$ cat src/rtl/core/lslf_pkg.sv
// Shared constants, types and codes of the least-squares line fit block.
package lslf_pkg;

    localparam int MAX_POINTS = 1024;
    localparam int COORD_BITS = 10;
    localparam int FRAC_BITS  = 16;

    localparam int PT_W    = 10;
    localparam int OUT_W   = 32;
    localparam int VX_W    = 26;
    localparam int QW      = OUT_W + 1;

    localparam int CNT_W   = $clog2(MAX_POINTS + 1);
    localparam int IDX_W   = $clog2(MAX_POINTS);
    localparam int SX_W    = COORD_BITS + IDX_W;
    localparam int SXX_W   = 2 * COORD_BITS + IDX_W;
    localparam int PROD_W  = SXX_W + SX_W;
    localparam int NUM_W   = PROD_W + FRAC_BITS + 2;
    localparam int MSTEP_W = $clog2(SX_W + 1);
    localparam int DSTEP_W = $clog2(NUM_W + 1);

    typedef struct packed {
        logic [CNT_W-1:0] cnt;
        logic [SX_W-1:0]  sx;
        logic [SX_W-1:0]  sy;
        logic [SXX_W-1:0] sxy;
        logic [SXX_W-1:0] sxx;
        logic             ovf;
    } t_sums;

    typedef enum logic [3:0] {
        ST_ACC = 4'b0001,
        ST_MUL = 4'b0010,
        ST_DIV = 4'b0100,
        ST_FIN = 4'b1000
    } t_state;

    // Products formed one after another by the serial multiplier.
    typedef enum logic [2:0] {
        P_N_XX  = 3'd0,
        P_SX_SX = 3'd1,
        P_N_XY  = 3'd2,
        P_SX_SY = 3'd3,
        P_XX_SY = 3'd4,
        P_SX_XY = 3'd5
    } t_prod;

endpackage

$ cat src/rtl/core/lslf_if.sv
// Point and result channel interfaces of the least-squares line fit block.
interface lslf_pt_if import lslf_pkg::*; ();
    logic            valid;
    logic            ready;
    logic [PT_W-1:0] point_x;
    logic [PT_W-1:0] point_y;
    logic            last_point;

    modport source (output valid, output point_x, output point_y, output last_point,
                    input ready);
    modport sink   (input valid, input point_x, input point_y, input last_point,
                    output ready);
endinterface

interface lslf_res_if import lslf_pkg::*; ();
    logic                    valid;
    logic                    ready;
    logic signed [OUT_W-1:0] slope;
    logic signed [OUT_W-1:0] intercept;
    logic [VX_W-1:0]         vertical_x;
    logic                    vert_flag;
    logic                    saturated;
    logic                    too_many_points;

    modport source (output valid, output slope, output intercept, output vertical_x,
                    output vert_flag, output saturated, output too_many_points,
                    input ready);
    modport sink   (input valid, input slope, input intercept, input vertical_x,
                    input vert_flag, input saturated, input too_many_points,
                    output ready);
endinterface

$ cat src/rtl/core/lslf_accum.sv
// Point accumulator: exact count and sums of x, y, x*y and x*x.
module lslf_accum import lslf_pkg::*; (
    input  logic                  i_clk,
    input  logic                  i_rst_n,
    input  logic                  i_take,
    input  logic [COORD_BITS-1:0] i_x,
    input  logic [COORD_BITS-1:0] i_y,
    input  logic                  i_clear,
    output t_sums                 o_sums
);

    t_sums                     r_sums;
    logic [2*COORD_BITS-1:0]   w_xy;
    logic [2*COORD_BITS-1:0]   w_xx;

    assign w_xy = (2*COORD_BITS)'(i_x) * (2*COORD_BITS)'(i_y);
    assign w_xx = (2*COORD_BITS)'(i_x) * (2*COORD_BITS)'(i_x);

    always_ff @(posedge i_clk) begin
        if (!i_rst_n || i_clear) begin
            r_sums <= '0;
        end else if (i_take) begin
            if (r_sums.cnt < CNT_W'(MAX_POINTS)) begin
                r_sums.cnt <= r_sums.cnt + CNT_W'(1);
                r_sums.sx  <= r_sums.sx + SX_W'(i_x);
                r_sums.sy  <= r_sums.sy + SX_W'(i_y);
                r_sums.sxy <= r_sums.sxy + SXX_W'(w_xy);
                r_sums.sxx <= r_sums.sxx + SXX_W'(w_xx);
            end else begin
                // The set is full: the point is dropped and the result flags it.
                r_sums.ovf <= 1'b1;
            end
        end
    end

    assign o_sums = r_sums;

endmodule

$ cat src/rtl/core/lslf_smul.sv
// Bit-serial shift-and-add multiplier, one multiplier bit per cycle.
module lslf_smul import lslf_pkg::*; (
    input  logic              i_clk,
    input  logic              i_rst_n,
    input  logic              i_start,
    input  logic [SXX_W-1:0]  i_a,
    input  logic [SX_W-1:0]   i_b,
    output logic              o_done,
    output logic [PROD_W-1:0] o_prod
);

    logic [SXX_W-1:0]   r_a;
    logic [SX_W-1:0]    r_b;
    logic [PROD_W-1:0]  r_acc;
    logic [MSTEP_W-1:0] r_cnt;
    logic               r_busy;
    logic               r_done;
    logic [SXX_W:0]     w_sum;

    assign w_sum = {1'b0, r_acc[PROD_W-1:SX_W]} + (r_b[0] ? {1'b0, r_a} : '0);

    always_ff @(posedge i_clk) begin
        if (!i_rst_n) begin
            r_busy <= 1'b0;
            r_done <= 1'b0;
            r_cnt  <= '0;
        end else begin
            r_done <= 1'b0;
            if (i_start) begin
                r_busy <= 1'b1;
                r_cnt  <= MSTEP_W'(SX_W);
            end else if (r_busy) begin
                r_cnt <= r_cnt - MSTEP_W'(1);
                if (r_cnt == MSTEP_W'(1)) begin
                    r_busy <= 1'b0;
                    r_done <= 1'b1;
                end
            end
        end
    end

    // The partial product shifts right as each multiplier bit is retired.
    always_ff @(posedge i_clk) begin
        if (i_start) begin
            r_a   <= i_a;
            r_b   <= i_b;
            r_acc <= '0;
        end else if (r_busy) begin
            r_acc <= {w_sum, r_acc[SX_W-1:1]};
            r_b   <= {1'b0, r_b[SX_W-1:1]};
        end
    end

    assign o_done = r_done;
    assign o_prod = r_acc;

endmodule

$ cat src/rtl/core/lslf_sdiv.sv
// Restoring divider, one quotient bit per cycle, rounding to nearest.
module lslf_sdiv import lslf_pkg::*; (
    input  logic              i_clk,
    input  logic              i_rst_n,
    input  logic              i_start,
    input  logic [PROD_W-1:0] i_mag,
    input  logic [PROD_W-1:0] i_den,
    output logic              o_done,
    output logic [QW-1:0]     o_quo,
    output logic              o_big
);

    logic [NUM_W-1:0]   r_num;
    logic [PROD_W:0]    r_rem;
    logic [PROD_W:0]    r_dv;
    logic [QW-1:0]      r_q;
    logic               r_big;
    logic [DSTEP_W-1:0] r_cnt;
    logic               r_busy;
    logic               r_done;
    logic [PROD_W+1:0]  w_trial;
    logic [PROD_W+1:0]  w_diff;
    logic               w_ge;

    assign w_trial = {r_rem, r_num[NUM_W-1]};
    assign w_ge    = w_trial >= {1'b0, r_dv};
    assign w_diff  = w_trial - {1'b0, r_dv};

    always_ff @(posedge i_clk) begin
        if (!i_rst_n) begin
            r_busy <= 1'b0;
            r_done <= 1'b0;
            r_cnt  <= '0;
        end else begin
            r_done <= 1'b0;
            if (i_start) begin
                r_busy <= 1'b1;
                r_cnt  <= DSTEP_W'(NUM_W);
            end else if (r_busy) begin
                r_cnt <= r_cnt - DSTEP_W'(1);
                if (r_cnt == DSTEP_W'(1)) begin
                    r_busy <= 1'b0;
                    r_done <= 1'b1;
                end
            end
        end
    end

    // Dividing mag*2^(F+1) + den by 2*den gives the quotient rounded half up.
    // Only the low quotient bits are kept; any higher set bit marks overflow.
    always_ff @(posedge i_clk) begin
        if (i_start) begin
            r_num <= {1'b0, i_mag, {(FRAC_BITS + 1){1'b0}}}
                     + {{(NUM_W - PROD_W){1'b0}}, i_den};
            r_dv  <= {i_den, 1'b0};
            r_rem <= '0;
            r_q   <= '0;
            r_big <= 1'b0;
        end else if (r_busy) begin
            r_num <= {r_num[NUM_W-2:0], 1'b0};
            r_rem <= w_ge ? w_diff[PROD_W:0] : w_trial[PROD_W:0];
            r_q   <= {r_q[QW-2:0], w_ge};
            r_big <= r_big | r_q[QW-1];
        end
    end

    assign o_done = r_done;
    assign o_quo  = r_q;
    assign o_big  = r_big;

endmodule

$ cat src/rtl/core/least_squares_line_fit_top.sv
// Least-squares line fit over a set of points: top level with sequencer and output register.
// Points are taken one per cycle while the block accumulates; the point marked last closes
// the set, and the point channel then stays not ready until the fit is done and handed to
// the result register. A fit forms six 30x20-bit products through a serial multiplier at
// one bit per cycle and two 68-bit restoring divisions at one quotient bit per cycle; a
// fit with a vertical line needs two products and one division. The result register is
// then loaded; loading waits while it still holds a result that has not been taken.
// A finished result waits in the output register while the next set accumulates; slope and
// intercept are signed Q15.16 rounded to nearest, with an exact half rounded away from zero.
module least_squares_line_fit_top import lslf_pkg::*; (
    input  logic       i_clk,
    input  logic       i_rst_n,
    lslf_pt_if.sink    i_pt,
    lslf_res_if.source o_res
);

    localparam logic [QW-1:0] POS_LIM = {2'b00, {(OUT_W - 1){1'b1}}};
    localparam logic [QW-1:0] NEG_LIM = {2'b01, {(OUT_W - 1){1'b0}}};
    localparam logic [QW-1:0] VX_LIM  = {{(QW - VX_W){1'b0}}, {VX_W{1'b1}}};

    t_state                  r_state;
    t_prod                   r_step;
    logic                    r_mul_go;
    logic                    r_div_go;
    logic                    r_vert;
    logic                    r_neg;
    logic                    r_sat;
    logic [PROD_W-1:0]       r_pa;
    logic [PROD_W-1:0]       r_d;
    logic [PROD_W-1:0]       r_dmag;
    logic [PROD_W-1:0]       r_dden;
    logic signed [OUT_W-1:0] r_slope;
    logic signed [OUT_W-1:0] r_icpt;
    logic [VX_W-1:0]         r_vx;

    logic                    r_out_valid;
    logic signed [OUT_W-1:0] r_out_slope;
    logic signed [OUT_W-1:0] r_out_icpt;
    logic [VX_W-1:0]         r_out_vx;
    logic                    r_out_vert;
    logic                    r_out_sat;
    logic                    r_out_many;

    t_sums                   w_sums;
    logic                    w_take;
    logic                    w_load;
    logic [SXX_W-1:0]        w_ma;
    logic [SX_W-1:0]         w_mb;
    logic                    w_mul_done;
    logic [PROD_W-1:0]       w_prod;
    logic                    w_div_done;
    logic [QW-1:0]           w_quo;
    logic                    w_big;
    logic                    w_ge;
    logic [PROD_W-1:0]       w_dpos;
    logic [PROD_W-1:0]       w_dneg;
    logic                    w_pos_sat;
    logic                    w_neg_sat;
    logic                    w_vx_sat;
    logic [QW-1:0]           w_neg_mag;
    logic signed [OUT_W-1:0] w_fix;
    logic                    w_fix_sat;

    assign w_take      = i_pt.valid && i_pt.ready;
    assign i_pt.ready  = (r_state == ST_ACC);
    assign w_load      = (r_state == ST_FIN) && (!r_out_valid || o_res.ready);

    lslf_accum u_accum (
        .i_clk   (i_clk),
        .i_rst_n (i_rst_n),
        .i_take  (w_take),
        .i_x     (i_pt.point_x[COORD_BITS-1:0]),
        .i_y     (i_pt.point_y[COORD_BITS-1:0]),
        .i_clear (w_load),
        .o_sums  (w_sums)
    );

    always_comb begin
        case (r_step)
            P_N_XX: begin
                w_ma = w_sums.sxx;
                w_mb = {{(SX_W - CNT_W){1'b0}}, w_sums.cnt};
            end
            P_SX_SX: begin
                w_ma = {{(SXX_W - SX_W){1'b0}}, w_sums.sx};
                w_mb = w_sums.sx;
            end
            P_N_XY: begin
                w_ma = w_sums.sxy;
                w_mb = {{(SX_W - CNT_W){1'b0}}, w_sums.cnt};
            end
            P_SX_SY: begin
                w_ma = {{(SXX_W - SX_W){1'b0}}, w_sums.sx};
                w_mb = w_sums.sy;
            end
            P_XX_SY: begin
                w_ma = w_sums.sxx;
                w_mb = w_sums.sy;
            end
            P_SX_XY: begin
                w_ma = w_sums.sxy;
                w_mb = w_sums.sx;
            end
            default: begin
                w_ma = '0;
                w_mb = '0;
            end
        endcase
    end

    lslf_smul u_smul (
        .i_clk   (i_clk),
        .i_rst_n (i_rst_n),
        .i_start (r_mul_go),
        .i_a     (w_ma),
        .i_b     (w_mb),
        .o_done  (w_mul_done),
        .o_prod  (w_prod)
    );

    lslf_sdiv u_sdiv (
        .i_clk   (i_clk),
        .i_rst_n (i_rst_n),
        .i_start (r_div_go),
        .i_mag   (r_dmag),
        .i_den   (r_dden),
        .o_done  (w_div_done),
        .o_quo   (w_quo),
        .o_big   (w_big)
    );

    assign w_ge   = r_pa >= w_prod;
    assign w_dpos = r_pa - w_prod;
    assign w_dneg = w_prod - r_pa;

    assign w_pos_sat = w_big || (w_quo > POS_LIM);
    assign w_neg_sat = w_big || (w_quo > NEG_LIM);
    assign w_vx_sat  = w_big || (w_quo > VX_LIM);
    assign w_neg_mag = w_neg_sat ? NEG_LIM : w_quo;

    always_comb begin
        if (r_neg) begin
            w_fix     = -$signed(w_neg_mag[OUT_W-1:0]);
            w_fix_sat = w_neg_sat;
        end else begin
            w_fix     = w_pos_sat ? $signed(POS_LIM[OUT_W-1:0]) : $signed(w_quo[OUT_W-1:0]);
            w_fix_sat = w_pos_sat;
        end
    end

    always_ff @(posedge i_clk) begin
        if (!i_rst_n) begin
            r_state     <= ST_ACC;
            r_step      <= P_N_XX;
            r_mul_go    <= 1'b0;
            r_div_go    <= 1'b0;
            r_out_valid <= 1'b0;
        end else begin
            r_mul_go <= 1'b0;
            r_div_go <= 1'b0;
            if (w_load) begin
                r_out_valid <= 1'b1;
            end else if (r_out_valid && o_res.ready) begin
                r_out_valid <= 1'b0;
            end
            case (r_state)
                ST_ACC: begin
                    if (w_take && i_pt.last_point) begin
                        r_state  <= ST_MUL;
                        r_step   <= P_N_XX;
                        r_mul_go <= 1'b1;
                        r_vert   <= 1'b0;
                        r_sat    <= 1'b0;
                        r_slope  <= '0;
                        r_icpt   <= '0;
                        r_vx     <= '0;
                    end
                end
                ST_MUL: begin
                    if (w_mul_done) begin
                        case (r_step)
                            P_N_XX: begin
                                r_pa     <= w_prod;
                                r_step   <= P_SX_SX;
                                r_mul_go <= 1'b1;
                            end
                            P_SX_SX: begin
                                // n*sum_xx never falls below sum_x^2; zero means all x equal.
                                if (w_dpos == '0) begin
                                    r_vert   <= 1'b1;
                                    r_neg    <= 1'b0;
                                    r_dmag   <= {{(PROD_W - SX_W){1'b0}}, w_sums.sx};
                                    r_dden   <= {{(PROD_W - CNT_W){1'b0}}, w_sums.cnt};
                                    r_div_go <= 1'b1;
                                    r_state  <= ST_DIV;
                                end else begin
                                    r_d      <= w_dpos;
                                    r_step   <= P_N_XY;
                                    r_mul_go <= 1'b1;
                                end
                            end
                            P_N_XY: begin
                                r_pa     <= w_prod;
                                r_step   <= P_SX_SY;
                                r_mul_go <= 1'b1;
                            end
                            P_XX_SY: begin
                                r_pa     <= w_prod;
                                r_step   <= P_SX_XY;
                                r_mul_go <= 1'b1;
                            end
                            P_SX_SY, P_SX_XY: begin
                                r_dmag   <= w_ge ? w_dpos : w_dneg;
                                r_neg    <= !w_ge;
                                r_dden   <= r_d;
                                r_div_go <= 1'b1;
                                r_state  <= ST_DIV;
                            end
                            default: begin
                                r_state <= ST_FIN;
                            end
                        endcase
                    end
                end
                ST_DIV: begin
                    if (w_div_done) begin
                        if (r_vert) begin
                            r_vx    <= w_vx_sat ? VX_LIM[VX_W-1:0] : w_quo[VX_W-1:0];
                            r_sat   <= r_sat | w_vx_sat;
                            r_state <= ST_FIN;
                        end else if (r_step == P_SX_SY) begin
                            r_slope  <= w_fix;
                            r_sat    <= r_sat | w_fix_sat;
                            r_step   <= P_XX_SY;
                            r_mul_go <= 1'b1;
                            r_state  <= ST_MUL;
                        end else begin
                            r_icpt  <= w_fix;
                            r_sat   <= r_sat | w_fix_sat;
                            r_state <= ST_FIN;
                        end
                    end
                end
                ST_FIN: begin
                    if (w_load) begin
                        r_out_slope <= r_slope;
                        r_out_icpt  <= r_icpt;
                        r_out_vx    <= r_vx;
                        r_out_vert  <= r_vert;
                        r_out_sat   <= r_sat;
                        r_out_many  <= w_sums.ovf;
                        r_state     <= ST_ACC;
                    end
                end
                default: begin
                    r_state <= ST_ACC;
                end
            endcase
        end
    end

    assign o_res.valid           = r_out_valid;
    assign o_res.slope           = r_out_slope;
    assign o_res.intercept       = r_out_icpt;
    assign o_res.vertical_x      = r_out_vx;
    assign o_res.vert_flag       = r_out_vert;
    assign o_res.saturated       = r_out_sat;
    assign o_res.too_many_points = r_out_many;

endmodule

$ cat src/flat_wrapper.sv
// flat-port wrapper written by rule: the top's interface ports become plain ports
module least_squares_line_fit_top_flat import lslf_pkg::*;
  (i_clk, i_rst_n, i_pt_valid, i_pt_point_x, i_pt_point_y, i_pt_last_point, i_pt_ready, o_res_valid, o_res_slope, o_res_intercept, o_res_vertical_x, o_res_vert_flag, o_res_saturated, o_res_too_many_points, o_res_ready);
  lslf_pt_if i_pt_i ();
  lslf_res_if o_res_i ();
  input  logic i_clk;
  input  logic i_rst_n;
  input wire logic [$bits(i_pt_i.valid)-1:0] i_pt_valid;
  input wire logic [$bits(i_pt_i.point_x)-1:0] i_pt_point_x;
  input wire logic [$bits(i_pt_i.point_y)-1:0] i_pt_point_y;
  input wire logic [$bits(i_pt_i.last_point)-1:0] i_pt_last_point;
  output wire logic [$bits(i_pt_i.ready)-1:0] i_pt_ready;
  output wire logic [$bits(o_res_i.valid)-1:0] o_res_valid;
  output wire logic [$bits(o_res_i.slope)-1:0] o_res_slope;
  output wire logic [$bits(o_res_i.intercept)-1:0] o_res_intercept;
  output wire logic [$bits(o_res_i.vertical_x)-1:0] o_res_vertical_x;
  output wire logic [$bits(o_res_i.vert_flag)-1:0] o_res_vert_flag;
  output wire logic [$bits(o_res_i.saturated)-1:0] o_res_saturated;
  output wire logic [$bits(o_res_i.too_many_points)-1:0] o_res_too_many_points;
  input wire logic [$bits(o_res_i.ready)-1:0] o_res_ready;
  assign i_pt_i.valid = i_pt_valid;
  assign i_pt_i.point_x = i_pt_point_x;
  assign i_pt_i.point_y = i_pt_point_y;
  assign i_pt_i.last_point = i_pt_last_point;
  assign i_pt_ready = i_pt_i.ready;
  assign o_res_valid = o_res_i.valid;
  assign o_res_slope = o_res_i.slope;
  assign o_res_intercept = o_res_i.intercept;
  assign o_res_vertical_x = o_res_i.vertical_x;
  assign o_res_vert_flag = o_res_i.vert_flag;
  assign o_res_saturated = o_res_i.saturated;
  assign o_res_too_many_points = o_res_i.too_many_points;
  assign o_res_i.ready = o_res_ready;
  least_squares_line_fit_top u_core (.i_clk(i_clk), .i_rst_n(i_rst_n), .i_pt(i_pt_i), .o_res(o_res_i));
endmodule
$ cat config.mk
export PLATFORM = sky130hd
export DESIGN_NAME = least_squares_line_fit_top_flat
export DESIGN_NICKNAME = d
export VERILOG_FILES = /design/src/rtl/core/lslf_pkg.sv /design/src/rtl/core/lslf_if.sv /design/src/rtl/core/lslf_accum.sv /design/src/rtl/core/lslf_smul.sv /design/src/rtl/core/lslf_sdiv.sv /design/src/rtl/core/least_squares_line_fit_top.sv /design/src/flat_wrapper.sv
export SDC_FILE = /design/constraint.sdc
export NUM_CORES = 2
export LEC_CHECK = 0
export ABC_AREA = 1
export BUFFER_PORTS_ARGS = -buffer_cell sky130_fd_sc_hd__buf_2
export CAP_MARGIN = 25
export CORE_UTILIZATION = 30
export DETAILED_ROUTE_END_ITERATION = 6
export GPL_ROUTABILITY_DRIVEN = 0
export GPL_TIMING_DRIVEN = 0
export HOLD_SLACK_MARGIN = 0.12
export PLACE_DENSITY = 0.5
export REMOVE_ABC_BUFFERS = 1
export SLEW_MARGIN = 25
export SYNTH_ARGS = -nofsm -noshare
export SYNTH_HDL_FRONTEND = slang
export SYNTH_HIERARCHICAL = 1
export SYNTH_SLANG_ARGS = --single-unit
$ cat constraint.sdc
create_clock -name i_clk -period 9.5 [get_ports i_clk]
set_input_delay 1.425 -clock i_clk [delete_from_list [all_inputs] [get_ports i_clk]]
set_output_delay 1.425 -clock i_clk [all_outputs]
set_load 0.02 [all_outputs]
Word-level counts from Yosys, hierarchy flattened

Cells that the tools add are included.

Bitwise operators: 8
Eq/ne operators: 26
Multipliers: 2
Order comparisons: 6
Add/subtract/negate cells: 13
Mux-type cells: 82
Reductions and logical operators: 47

Operator list:

| cell                 | number |
|---|---|
| $mux 32              | 10 |
| $pmux 50 s2          | 2 |
| $mux 50              | 3 |
| $mux 68              | 2 |
| $pmux 32 s2          | 2 |
| $mux 26              | 4 |
| $sub 50x50->50       | 2 |
| $pmux 30 s3          | 1 |
| $add 67x50->68       | 1 |
| $add 30x20->30       | 2 |
| $pmux 20 s3          | 1 |
| $ge 52x51->1         | 1 |
| $pmux 26 s2          | 1 |
| $mux 51              | 1 |
| $sub 51x51->51       | 1 |
| $ge 50x50->1         | 1 |
| $logic_not 50->1     | 1 |
| $add 20x10->20       | 2 |
| $mul 10x10->20       | 2 |
| $mux 20              | 2 |
| $gt 33x26->1 const B | 1 |
| $gt 33x31->1 const B | 1 |
| $gt 33x32->1 const B | 1 |
| $neg 32->32          | 1 |
| other kinds (47)     | 138 |

Register bits: 827
Output and inout port bits: 95

Longest topological paths before layout

Word-level depth: 9
Mapped depth: 27

Hierarchy

The synthesis kept the hierarchy.

By module, submodules not included:

| module                     | times used | seq. area each (um2) | area an instance (um2) | cells each |
|---|---|---|---|---|
| least_squares_line_fit_top | 1          | 11791.3              | 24287.0                | 3016 |
| lslf_sdiv                  | 1          | 5425.2               | 15538.7                | 2399 |
| lslf_accum                 | 1          | 2242.2               | 14317.5                | 2091 |
| lslf_smul                  | 1          | 2642.5               | 6192.2                 | 867 |

Worst setup path before layout

No wires, ideal clock.

Path type: input to register
From: input i_rst_n
To: register u_core.r_out_icpt[0], in the netlist u_core/o_res.intercept[0], enable pin
Cell stages on the path: 2
Path slack: 0.992 ns
Setup time: 0.659 ns
Arrival: 7.849 ns
Path buffers: 0
Cell sequence: inv_1 nor3_1

Longest elaborated chain between the ends: 1

Ends and longest elaborated chain:

| element                    | RTL line                          | source |
|---|---|---|
| from (decl)                | flat_wrapper.sv:7                 | `input logic i_rst_n;` |
| $reduce_and 3->1 (no line) | --                                |  |
| to (signal assigned)       | least_squares_line_fit_top.sv:247 | `r_out_icpt <= r_icpt;` |
| to (decl)                  | least_squares_line_fit_top.sv:38  | `logic signed [OUT_W-1:0] r_out_icpt;` |

Every way passes these cells.
A chain may end at the register's enable or synchronous reset.

Final worst setup path

From: input i_pt_point_x[3]
To: register u_core.u_accum.r_sums, in the netlist u_core/u_accum/o_sums[22]

Longest elaborated chain between the ends: 2

Ends and longest elaborated chain:

| element        | RTL line          | source |
|---|---|---|
| from (decl)    | flat_wrapper.sv:9 | `input wire logic [$bits(i_pt_i.point_x)-1:0] i_pt_point_x;` |
| $mul 10x10->20 | lslf_accum.sv:17  | `assign w_xx = (2*COORD_BITS)'(i_x) * (2*COORD_BITS)'(i_x);` |
| $add 30x20->30 | lslf_accum.sv:28  | `r_sums.sxx <= r_sums.sxx + SXX_W'(w_xx);` |
| to (decl)      | lslf_accum.sv:12  | `t_sums r_sums;` |

Every way passes these cells.

==> out/metrics.csv <==
stage,metric,value,unit
floorplan,initial_core_util,0.302,
critical_path,start_kind,input pin,
sta,slew_violations,0,
detailed_routing,vias,52400,
detailed_routing,ant_nets,0,
floorplan,rows,164,
critical_path,worst_setup_path_end_kind,flop,
sta,grt_setup_unrepaired,no,
sta,fmax,0.169,GHz
place,io_buffers,119,
cells_and_area,final_area,67600,um2
clocking,clk_pin_slew,0.06,ns
sta,slew_headroom,0.303,
detailed_routing,firstDrtPassIters,7,
min_path,hold_path.class,reg -> reg,
detailed_routing,drc,24,
yosys,ys_seq_area_frac,0.366,
run_status,status,"complete, but fails checks",
power,ir_drop,0.182,mV
cells_and_area,fin_nets,8976,
critical_path,cp_max_fo,21,
global_route,grt_start_max_net_pins,92,
global_route,grt_pass1_vias,50400,
sta,hold_viol,0,
global_route,grt_pass1_wl,285,mm
cells_and_area,layout-drive-gt1-share,0.0667,
place,dp_hpwl,147,mm
yosys,ys_async_sr_fraction,0,
power,power.leakage,0.0340,uW
critical_path,worst_ep_required_time,10.11,ns
floorplan,die_w,450,um
yosys,synth_cells,8373,
critical_path,critPathKind,in -> reg,
power,total_power,14300,uW
yosys,synthesis.area,60300,um2
critical_path,crit_arrival,6.52,ns
yosys,synth_top_flop_cell,edfxtp_1,
yosys,synth_edf_count,554,
place,placed_cell_area,64400,um2
clocking,clkSinkCount,827,
clocking,cts_tree,yes,
clocking,h-tree-depth,3,
floorplan,coreArea,200000,um2
clocking,clockBufferDepth,3,
floorplan,dieArea,203000,um2
run_status,violations,DRC,
yosys,synth_cell_types,72,
sta,finalCriticalPeriod,5.90,ns
sta,worstMarginPinSlew,1.03,ns
clocking,ctsHoldBuffers,0,
clocking,clk_latency,0.76,ns
cells_and_area,syn_to_final_growth,12.1,%
clocking,cts_made_buffers,93,
clocking,cts_root_buf,clkbuf_16,
yosys,ys_ff_latch,827,
sta,clock_skew,0.0712,ns
clocking,cts-resized-gates,0,
power,powerDensity,212,nW/um2
floorplan,io_pins,120,
yosys,yosysWarnings,6,
detailed_routing,drt_iter0_drc,3775,
floorplan,die_h,450,um
detailed_routing,avgRoutedWirePerCell,16.5,um
sta,final-setup-viol-count,0,
detailed_routing,routed_wirelength,185,mm
yosys,synth.avg_cell_area,7.21,um2
sta,period_share,0.621,
detailed_routing,routed_via_density,4.69,
global_route,grtUsageTotal,0.179,
global_route,overflow,0,
job,max_cap_violations,0,
clocking,cts_setup_buffers,0,
global_route,antenna_found_initial,2,
==> worst max-delay path, stage by stage <==
cell and delay, ns:
buf_2 0.54, nand2_1 0.11, inv_1 0.15, fa_1 0.43, fa_1 0.54, inv_1 0.05, fa_1 0.52, inv_1 0.05
fa_1 0.52, inv_1 0.05, fa_1 0.52, inv_1 0.04, ha_1 0.35, nand2_1 0.18, inv_1 0.07, a21oi_1 0.28
nand3_2 0.21, nand2_1 0.10, nand2_1 0.07, nand2_1 0.06, nand2_1 0.05, o21bai_1 0.13, inv_1 0.05
==> cells in the final DEF, fill, tap and decap left out, types with 17 or more instances in the layout <==
cell type / n
nand3_2: 17
nor2_1: 682
a21oi_1: 427
nor2_2: 55
nand3_1: 412
inv_2: 39
clkbuf_16: 94
a31oi_1: 29
fa_1: 156
edfxtp_1: 554
o21ai_1: 37
buf_2: 132
o22ai_1: 60
nor4_1: 17
nand2_2: 40
xor2_1: 88
nor3_1: 57
dfxtp_1: 270
inv_1: 1724
nand2_1: 2434
or2_2: 21
nor2_4: 18
o211ai_1: 22
o21bai_1: 33
buf_12: 17
xnor2_1: 32
nand4_1: 101
a21o_1: 17
o21ai_0: 301
ha_1: 355
==> flip-flops by register name, indices dropped and copies added (netlist names), 5 cells and up <==
signal / cells
u_core/o_res.intercept: 32
u_core/o_res.slope: 32
u_core/o_res.vertical_x: 26
u_core/r_d: 50
u_core/r_dden: 50
u_core/r_dmag: 50
u_core/r_icpt: 32
u_core/r_pa: 50
u_core/r_slope: 32
u_core/r_vx: 26
u_core/u_accum/o_sums: 112
u_core/u_sdiv/o_quo: 33
u_core/u_sdiv/r_cnt: 7
u_core/u_sdiv/r_dv: 50
u_core/u_sdiv/r_num: 68
u_core/u_sdiv/r_rem: 51
u_core/u_smul/o_prod: 50
u_core/u_smul/r_a: 30
u_core/u_smul/r_b: 20
u_core/u_smul/r_cnt: 5
==> through the flow <==
stage	std cells	utilization	setup TNS (ns)	hold WS (ns)	setup WS [ns]
finish	11200	0.338	0	0.417	3.60
global route	11200	0.338	0	0.422	3.32
CTS	11200	0.338	0	0.419	3.62
detailed placement	11000	0.322	0	0.405	2.82
global placement	10900	0.317	-1056.61	0.402	-4.32
floorplan	8168	-	0	0.400	0.723
==> final cells by class <==
class / count / area [um2]
repair buffers: 177 / 1510
well taps: 2656 / 3320
fillers: 21400 / 132000
flip-flops and latches: 827 / 22100
clock buffers: 113 / 2450
multi-input cells: 5569 / 30800
diodes: 2 / 5.00
inverters: 1772 / 6670
clock inverters: 59 / 737
==> report_power, final <==
group	internal, uW	switching [uW]
clock network	2150	1640
registers	4200	304
logic	1930	4080
==> per-layer routing <==
metal,share of wire,wire (um),track usage,up-vias
li1,-,-,-,26400
met1,0.46,84200,0.236,24400
met2,0.46,85800,0.300,1236
met3,0.042,7670,0.0191,320
met4,0.038,7010,0.0656,0
met5,0,0,0,-
==> final timing paths <==
| check | from | depth (start not counted) | endpoint | slack [ns] |
|---|---|---|---|---|
| worst max-delay path | i_pt_point_x[3] | 23 | u_core/u_accum/o_sums[22] | 3.60 |
| worst min-delay path | u_core/r_icpt[23] | 0 | u_core/o_res.intercept[23] | 0.42 |
| worst max register to register | u_core/u_smul/o_prod[0] | 23 | u_core/r_dden[3] | 4.30 |
| worst min register to register | u_core/r_icpt[23] | 0 | u_core/o_res.intercept[23] | 0.42 |
==> synth_stat cells, types with 8 or more instances <==
library cell / instances / area (um2)
edfxtp_1: 554 / 16600
inv_2: 36 / 135
nand3b_1: 14 / 105
o21ai_0: 302 / 1510
a21oi_2: 8 / 70.1
nand3_1: 412 / 2060
a211oi_1: 9 / 67.6
nor2_4: 12 / 135
o21a_1: 13 / 97.6
inv_1: 1731 / 6500
nand3_2: 18 / 180
nand2_1: 2437 / 9150
o21bai_1: 33 / 248
dfxtp_1: 273 / 5470
a22oi_1: 16 / 120
or2_2: 21 / 131
xnor2_1: 32 / 280
clkbuf_1: 130 / 488
nand4_1: 101 / 632
ha_1: 355 / 4440
o211ai_1: 22 / 165
fa_1: 156 / 3120
xor2_1: 88 / 771
o31ai_1: 11 / 82.6
o22ai_1: 60 / 375
buf_1: 13 / 48.8
nand2_2: 39 / 244
a21o_1: 17 / 128
nor4_1: 18 / 113
buf_2: 52 / 260
a31oi_1: 29 / 181
a22o_1: 10 / 87.6
a21oi_1: 429 / 2150
o21ai_1: 37 / 185
nor3_1: 58 / 290
nor2_2: 54 / 338
nor2_1: 689 / 2590
==> cells by family (layout without fill, tap and decap cells) <==
logic type | Yosys count | in the layout | share of synthesized area
multiplexers | 1 | 1 | 0.000166
other | 0 | 2 | 0
buffers and inverters | 1977 | 2121 | 0.125
adder cells (fa/ha/maj) | 511 | 511 | 0.125
AO/OA/AOI/OAI | 1026 | 1026 | 0.0952
flip-flops | 827 | 827 | 0.366
XOR/XNOR | 122 | 122 | 0.0180
AND/OR/NAND/NOR | 3909 | 3909 | 0.270
No activity file was read; power rests on OpenSTA's default activity.
